`config.mk`:
```
export PLATFORM = sky130hd
export DESIGN_NAME = epoch_day_to_calendar_date_top
export DESIGN_NICKNAME = d
export VERILOG_FILES = /design/src/design/edc_pkg.sv /design/src/design/edc_date.sv /design/src/design/edc_time.sv /design/src/design/epoch_day_to_calendar_date_top.sv
export SDC_FILE = /design/constraint.sdc
export NUM_CORES = 1
export LEC_CHECK = 0
export BUFFER_PORTS_ARGS = -buffer_cell sky130_fd_sc_hd__buf_4
export CAP_MARGIN = 15
export CORE_ASPECT_RATIO = 1.75
export CORE_MARGIN = 1.5
export CORE_UTILIZATION = 55
export CTS_BUF_LIST = sky130_fd_sc_hd__clkbuf_4
export DETAILED_ROUTE_END_ITERATION = 10
export PLACE_DENSITY = 0.8
export SYNTH_ARGS = -nofsm -noshare
export SYNTH_HDL_FRONTEND = slang
export SYNTH_HIERARCHICAL = 1
export SYNTH_SLANG_ARGS = --single-unit
export TNS_END_PERCENT = 30
```
`constraint.sdc`:
```
create_clock -name clk -period 9.5 [get_ports clk]
set_input_delay 1.9 -clock clk [delete_from_list [all_inputs] [get_ports clk]]
set_output_delay 1.9 -clock clk [all_outputs]
set_load 0.02 [all_outputs]
```
`src/design/edc_pkg.sv`:
```
`timescale 1ns / 1ps
`default_nettype none

package edc_pkg;

  localparam int unsigned YEAR2_W  = 7;
  localparam int unsigned DOY_W    = 9;
  localparam int unsigned FRAC_W   = 32;
  localparam int unsigned YEAR_W   = 12;
  localparam int unsigned MONTH_W  = 4;
  localparam int unsigned MDAY_W   = 5;
  localparam int unsigned HOUR_W   = 5;
  localparam int unsigned MIN_W    = 6;
  localparam int unsigned SEC_W    = 6;

  localparam int unsigned IN_DATA_W  = 48;
  localparam int unsigned OUT_DATA_W = 40;

  localparam logic [YEAR2_W-1:0] PIVOT_YEAR  = 7'd57;
  localparam logic [YEAR_W-1:0]  CENTURY_NEW = 12'd2000;
  localparam logic [YEAR_W-1:0]  CENTURY_OLD = 12'd1900;
  localparam logic [DOY_W-1:0]   YEAR_LEN    = 9'd365;
  localparam logic [DOY_W-1:0]   LEAP_YEAR_LEN = 9'd366;
  localparam int unsigned        NUM_MONTHS  = 12;
  localparam int unsigned        FEB_IDX     = 1;

  // last day number of each month in a common year
  localparam logic [DOY_W-1:0] MONTH_END [NUM_MONTHS] = '{
    9'd31,  9'd59,  9'd90,  9'd120, 9'd151, 9'd181,
    9'd212, 9'd243, 9'd273, 9'd304, 9'd334, 9'd365
  };

  typedef struct packed {
    logic [YEAR_W-1:0]  full_year;
    logic [MONTH_W-1:0] month_number;
    logic [MDAY_W-1:0]  day_of_month;
    logic               date_invalid;
  } date_t;

  typedef struct packed {
    logic [HOUR_W-1:0] hour_of_day;
    logic [MIN_W-1:0]  minute_of_hour;
    logic [SEC_W-1:0]  second_of_minute;
  } tod_t;

endpackage

`default_nettype wire

```
`src/design/edc_date.sv`:
```
`timescale 1ns / 1ps
`default_nettype none

module edc_date (
  input  wire logic [edc_pkg::YEAR2_W-1:0] year_two_digit,
  input  wire logic [edc_pkg::DOY_W-1:0]   day_of_year,
  output edc_pkg::date_t                   date_o
);
  import edc_pkg::*;

  logic [YEAR_W-1:0]  year;
  logic               leap;
  logic [DOY_W-1:0]   year_len;
  logic               invalid;
  logic [MONTH_W-1:0] cnt;
  logic [DOY_W-1:0]   start;
  logic [DOY_W-1:0]   mday;

  always_comb begin
    if (year_two_digit < PIVOT_YEAR) begin
      year = CENTURY_NEW + {{(YEAR_W-YEAR2_W){1'b0}}, year_two_digit};
    end else begin
      year = CENTURY_OLD + {{(YEAR_W-YEAR2_W){1'b0}}, year_two_digit};
    end
  end

  // both centuries are multiples of 400 or outside the window, so only year mod 4 matters
  assign leap     = (year_two_digit[1:0] == 2'b00);
  assign year_len = leap ? LEAP_YEAR_LEN : YEAR_LEN;
  assign invalid  = (day_of_year == '0) || (day_of_year > year_len);

  // count the months that end before the requested day
  always_comb begin
    cnt = '0;
    for (int m = 0; m < NUM_MONTHS - 1; m++) begin
      if (day_of_year > (MONTH_END[m] + ((leap && (m >= FEB_IDX)) ? 9'd1 : 9'd0))) begin
        cnt = cnt + 4'd1;
      end
    end
  end

  always_comb begin
    if (cnt == '0) begin
      start = '0;
    end else begin
      start = MONTH_END[cnt - 4'd1] +
              ((leap && (cnt > MONTH_W'(FEB_IDX))) ? 9'd1 : 9'd0);
    end
  end

  assign mday = day_of_year - start;

  always_comb begin
    date_o.full_year    = year;
    date_o.date_invalid = invalid;
    if (invalid) begin
      date_o.month_number = '0;
      date_o.day_of_month = '0;
    end else begin
      date_o.month_number = cnt + 4'd1;
      date_o.day_of_month = mday[MDAY_W-1:0];
    end
  end

endmodule

`default_nettype wire

```
`src/design/edc_time.sv`:
```
`timescale 1ns / 1ps
`default_nettype none

module edc_time (
  input  wire logic [edc_pkg::FRAC_W-1:0] day_fraction,
  output edc_pkg::tod_t                   tod_o
);
  import edc_pkg::*;

  localparam int unsigned P24_W = FRAC_W + HOUR_W;
  localparam int unsigned P60_W = FRAC_W + MIN_W;

  logic [P24_W-1:0] f_ext;
  logic [P24_W-1:0] p24;
  logic [P60_W-1:0] r1_ext;
  logic [P60_W-1:0] p60_min;
  logic [P60_W-1:0] r2_ext;
  logic [P60_W-1:0] p60_sec;

  // x*24 = 16x + 8x; x*60 = 64x - 4x
  assign f_ext   = {{HOUR_W{1'b0}}, day_fraction};
  assign p24     = (f_ext << 4) + (f_ext << 3);
  assign r1_ext  = {{MIN_W{1'b0}}, p24[FRAC_W-1:0]};
  assign p60_min = (r1_ext << 6) - (r1_ext << 2);
  assign r2_ext  = {{MIN_W{1'b0}}, p60_min[FRAC_W-1:0]};
  assign p60_sec = (r2_ext << 6) - (r2_ext << 2);

  assign tod_o.hour_of_day      = p24[P24_W-1:FRAC_W];
  assign tod_o.minute_of_hour   = p60_min[P60_W-1:FRAC_W];
  assign tod_o.second_of_minute = p60_sec[P60_W-1:FRAC_W];

endmodule

`default_nettype wire

```
`src/design/epoch_day_to_calendar_date_top.sv`:
```
`timescale 1ns / 1ps
`default_nettype none

// Epoch day to calendar date converter.
// Input stream: one request per transfer carrying a two-digit epoch year,
// a day of year and an unsigned Q0.32 fraction of day. Output stream: one
// result per request with the four-digit year, month, day of month, hour,
// minute and second; tuser flags a day number of zero or past year end.
// Each request is captured in an input register, converted by constant
// shift-add logic and the month table, and held in a result register.
// A request passes through the input register and then the result register
// before out_tvalid rises. Throughput is one request per cycle while
// out_tready stays high, set by the two pipeline registers.
// A stalled receiver holds the result stable; the input register keeps
// taking requests until it too is full, then in_tready drops.
// Synchronous reset empties both registers; no further setup is needed.
module epoch_day_to_calendar_date_top (
  input  wire logic                          clk,
  input  wire logic                          rst_n,
  input  wire logic                          in_tvalid,
  output logic                               in_tready,
  // [6:0] year_two_digit, [15:7] day_of_year, [47:16] day_fraction
  input  wire logic [edc_pkg::IN_DATA_W-1:0] in_tdata,
  output logic                               out_tvalid,
  input  wire logic                          out_tready,
  // [11:0] full_year, [15:12] month_number, [20:16] day_of_month,
  // [25:21] hour_of_day, [31:26] minute_of_hour, [37:32] second_of_minute
  output logic [edc_pkg::OUT_DATA_W-1:0]     out_tdata,
  // [0] date_invalid
  output logic                               out_tuser
);
  import edc_pkg::*;

  logic               s1_valid_r;
  logic               s1_valid_nxt;
  logic [YEAR2_W-1:0] s1_year_r;
  logic [DOY_W-1:0]   s1_doy_r;
  logic [FRAC_W-1:0]  s1_frac_r;
  logic               out_valid_r;
  logic               out_valid_nxt;
  date_t              date_r;
  tod_t               tod_r;
  date_t              date_c;
  tod_t               tod_c;
  logic               s2_ready;
  logic               s1_ready;

  assign s2_ready  = !out_valid_r || out_tready;
  assign s1_ready  = !s1_valid_r || s2_ready;
  assign in_tready = s1_ready;

  assign s1_valid_nxt  = s1_ready ? in_tvalid : s1_valid_r;
  assign out_valid_nxt = s2_ready ? s1_valid_r : out_valid_r;

  always_ff @(posedge clk) begin
    if (!rst_n) begin
      s1_valid_r  <= 1'b0;
      out_valid_r <= 1'b0;
    end else begin
      s1_valid_r  <= s1_valid_nxt;
      out_valid_r <= out_valid_nxt;
    end
  end

  always_ff @(posedge clk) begin
    if (s1_ready && in_tvalid) begin
      s1_year_r <= in_tdata[6:0];
      s1_doy_r  <= in_tdata[15:7];
      s1_frac_r <= in_tdata[47:16];
    end
  end

  edc_date u_date (
    .year_two_digit (s1_year_r),
    .day_of_year    (s1_doy_r),
    .date_o         (date_c)
  );

  edc_time u_time (
    .day_fraction (s1_frac_r),
    .tod_o        (tod_c)
  );

  always_ff @(posedge clk) begin
    if (s2_ready && s1_valid_r) begin
      date_r <= date_c;
      tod_r  <= tod_c;
    end
  end

  assign out_tvalid = out_valid_r;
  assign out_tuser  = date_r.date_invalid;
  assign out_tdata  = {2'b00, tod_r.second_of_minute, tod_r.minute_of_hour,
                       tod_r.hour_of_day, date_r.day_of_month,
                       date_r.month_number, date_r.full_year};

endmodule

`default_nettype wire

```
==> results.md <==
Power and ir drop:
- The leakage power of the design is about 4.7 nW.
- The power density relative to cell area is a little over 300 mW/mm2.
- The largest voltage drop on the vdd net is approximately 0.00034 V.

STA:
- The final number of max-transition violations was 0.
- For the pin with the worst max-slew slack, the measured transition is approximately 1.1 ns.
- The final-report setup violation count is 0.
- Counting I/O delays and the setup requirement, the final critical path takes between 9 and 10 ns.
- Across the routed clock network, the largest skew measured is 0.00760 ns.
- Headroom to the max-slew limit came out at 26.3%.
- For this run, the top clock speed supported by timing is approximately 110 MHz.
- The setup total negative slack is 0 ns.
- The period utilization is between 90% and 100%.
- The number of failing hold endpoints at the final stage was 0.
- The worst slack on hold paths is between 0.5 and 0.6 ns.
- In the post-route analysis, the smallest setup slack over all paths is 0.478 ns.

Clock tree:
- Clock tree synthesis selected as its root buffer the cell clkbuf_4.
- The CTS buffer count is 9.
- The TritonCTS clock tree is built.
- The H-tree was split into 3 levels.
- The clock latency at the later pin of the worst-skew pair is roughly 0.48 ns.
- The largest buffer count on any clock path is 2.
- Clock tree synthesis found a total of between 80 and 90 sinks.
- The clock transition at the registers of the reported paths is approximately 0.15 ns.
- The hold-fix buffer count after cts is 0.

Routing:
- The number of detailed-route iterations in the first pass is 5.
- Summed over all layers, the routed wires come to between 20 and 25 mm.
- The vias after detailed routing is 8090.
- Routed signal wires occupy layers up through met4.
- Detailed routing placed a total of about 550 um of wire on met3.
- In the final routed layout, each cell accounts on average for 16.5 um.
- The count of unresolved DRC violations after routing is 0.
- The count of routing violations after the opening detailed-route iteration is 409.
- The number of nets still failing antenna checks after routing is 0.
- Dividing the detail-routed via count by the number of cells gives about 5.9.
- The met2 wirelength from detailed routing is 12.9 mm.
- The detailed-route wire length on metal 1 is about 7.9 mm.

Worst setup path:
- The startpoint identified for the worst register-to-register timing path is s1_year_r[1].
- The required arrival time at the worst endpoint is between 9 and 10 ns.
- In this run the worst setup path begins at s1_year_r[1].
- The arrival time of the worst setup path is about 9.3 ns.
- Of all nets on the critical path, the largest fanout is 5.
- The endpoint type of the worst setup path is a register.
- The critical path is of the register to register type.
- The critical path's most frequent cell is ha_1.
- The maximum cell stage delay along the critical path is ~0.49 ns.
- The critical path startpoint category is a register.
- The slowest stage of the critical path belongs to the cell or4_4.

Floorplanning:
- Row generation in the floorplan step produced 62 rows.
- The floorplan step defined a die boundary enclosing around 0.018 mm2.
- The vertical die dimension is ~180 um.
- The horizontal extent of the die is about 100 um.
- The number of ports placed on the die boundary is 95.
- The initial utilization of the core area, before any placement, comes to 56.6%.
- The placeable core area is roughly 0.017 mm2.

Placement:
- Routability-driven placement finished with a final weighted congestion of 0.970.
- After legalization and detailed placement, the total HPWL measured approximately 18 mm.
- Timing analysis after detailed placement gives a worst setup slack of roughly 0.14 ns.
- The number of buffer cells added on primary ports is 92.
- Counting tap cells, the placed design contains a total of 1336 instances.

GRT:
- The number of global-route vias before repair was 8128.
- The first global-routing pass estimated 36.3 mm of wire.
- Summed over all layers, the global routing overflow is 0.
- The aggregate global-route resource usage is 25.6%.
- Entering global routing, the biggest net connects 40 pins.
- The initial antenna violation count is 1.

Logic synthesis:
- The cell area after technology mapping is just over 0.009 mm2.
- For this run, the register share of the synthesized area comes to between 20% and 30%.
- The simple-gate share of the synthesized area is between 10% and 20%.
- The area share of fa/ha/maj cells after synthesis is between 15 and 20%.
- The post-synthesis average cell area is around 9.1 um2.
- The cell count after synthesis is roughly 1000.
- The compound-cell area share of the yosys netlist is between 20% and 30%.
- Summing the areas of all xor and xnor instances in the mapped netlist gives between 10% and 20% of the synthesized area.
- By area, the combinational part of the netlist is dominated by compound AO/OA/AOI/OAI gates.
- In this run, synthesis produced a sequential element count of 89.
- The number of unique standard cell types used by synthesis is 101.
- The synthesized design contains 87 enable-type register cells.
- For this run, asynchronously set or reset flops after synthesis account for 0%.
- In the synthesized netlist the dominant register cell turns out to be edfxtp_1.
- The warning count from the yosys run is 6.
- The multiplexer fraction of the synthesized cell area is between 1 and 1.5%.

Hold path:
- The class of the tightest hold or removal check is register to register.
- The startpoint identified for the worst hold timing path is out_tvalid.

Flow run:
- Across the run, the number of max-cap violations was 0.

Cells and area:
- For this run, the number of standard cells in the final layout without fillers is around 1400.
- The area growth from synthesis to layout is 12.9%.
- In the final design database the tool counted between 1000 and 1500 nets.
- The filler cell count in the final layout is roughly 1400.
- The post-route netlist has between 15 and 20% of its cells at a drive strength greater than 1.

Status:
- The flow ran to the end, and the final reports show no timing, DRC or antenna violations.
[kinds of logic after synthesis]
| group | count (synthesis) |
|---|---|
| AOI/OAI and AO/OA | 311 |
| and+or+nand+nor | 288 |
| adders and majority gates | 113 |
| buffers and inverters | 113 |
| xor gates and xnor gates | 104 |
| DFF | 89 |
| muxes | 11 |
| other | 1 |
[critical path, delay by kind of cell (launching register included)]
family / cells / cell delay, ns
fa+ha+maj: 8 / 2.18
simple gates: 11 / 2.21
xor+xnor: 5 / 0.88
compound gates: 9 / 1.83
mux: 3 / 0.78
flops: 1 / 0.48
buf+inv: 4 / 0.40
[metal layers]
metal  vias up  track usage (%)
met3        61             2.31
met1      3835             24.3
met5         -                0
met2       172             51.3
li1       4022                -
met4         0             14.0
[through the flow]
stage               instance area, um2  utilization [%]  total power (W)
finish                           10600             64.0          0.00326
floorplan                         9360                -          0.00246
global route                     10600             64.0          0.00357
CTS                              10500             63.3          0.00322
global placement                 10300             62.5          0.00294
detailed placement               10300             62.5          0.00300
[sequential cells by signal, summed over array words and instances (netlist names)]
register    cells
s1_doy_r        9
out_tvalid      1
out_tdata      38
s1_frac_r      32
s1_year_r       7
out_tuser       1
s1_valid_r      1
[area by class of cell]
class / count / area [um2] / area share, %
multi-input cells: 829 / 6320 / 59.8
repair buffers: 114 / 860 / 8.13
flip-flops and latches: 89 / 2650 / 25.1
well taps: 224 / 280 / 2.65
inverters: 87 / 329 / 3.11
clock inverters: 7 / 60.1 / 0.568
clock buffers: 9 / 67.6 / 0.639
diodes: 1 / 2.50 / 0.0237
[where the power goes]
group          leakage [nW]  switching (W)  internal (W)
Sequential            0.848      0.0000251      0.000540
Combinational          3.82        0.00137       0.00112
Clock                0.0668       0.000147     0.0000587
Total                  4.73        0.00154       0.00172
[final timing paths]
check             slack (ns)       endpoint  depth (start not counted)
setup / recovery        0.48  out_tdata[20]                         40
hold reg to reg         0.56     s1_valid_r                          2
hold / removal          0.56     s1_valid_r                          2
setup reg to reg        0.48  out_tdata[20]                         40
[synthesized netlist by cell type (12+ instances only)]
cell | count | share of area, %
nor3_1 | 16 | 0.86
clkbuf_1 | 15 | 0.60
and3_1 | 17 | 1.1
a21o_1 | 39 | 3.1
a21oi_1 | 76 | 4.1
ha_1 | 106 | 14
nand3_1 | 27 | 1.4
xor2_1 | 36 | 3.4
nand2_1 | 72 | 2.9
o21ai_0 | 47 | 2.5
edfxtp_1 | 87 | 28
inv_1 | 84 | 3.4
a31oi_1 | 17 | 1.1
nand2b_1 | 12 | 0.80
nor2_1 | 71 | 2.8
xnor2_1 | 56 | 5.2
[cells in the final DEF (no fill, tap or decap), types with 27 or more instances in the layout]
cell type | synthesis | routed
inv_1 | 84 | 83
a21o_1 | 39 | 39
ha_1 | 106 | 104
nand3_1 | 27 | 27
o21ai_0 | 47 | 45
xor2_1 | 36 | 36
nand2_1 | 72 | 72
buf_4 | 7 | 113
edfxtp_1 | 87 | 87
a21oi_1 | 76 | 74
nor2_1 | 71 | 70
xnor2_1 | 56 | 56
[what timing repair did]
item | CTS | global route
buffers inserted | 0 | 6
resized for setup | 0 | 12
setup endpoints to repair | 0 | 4
Note: power is estimated with default switching activity, not from simulation.
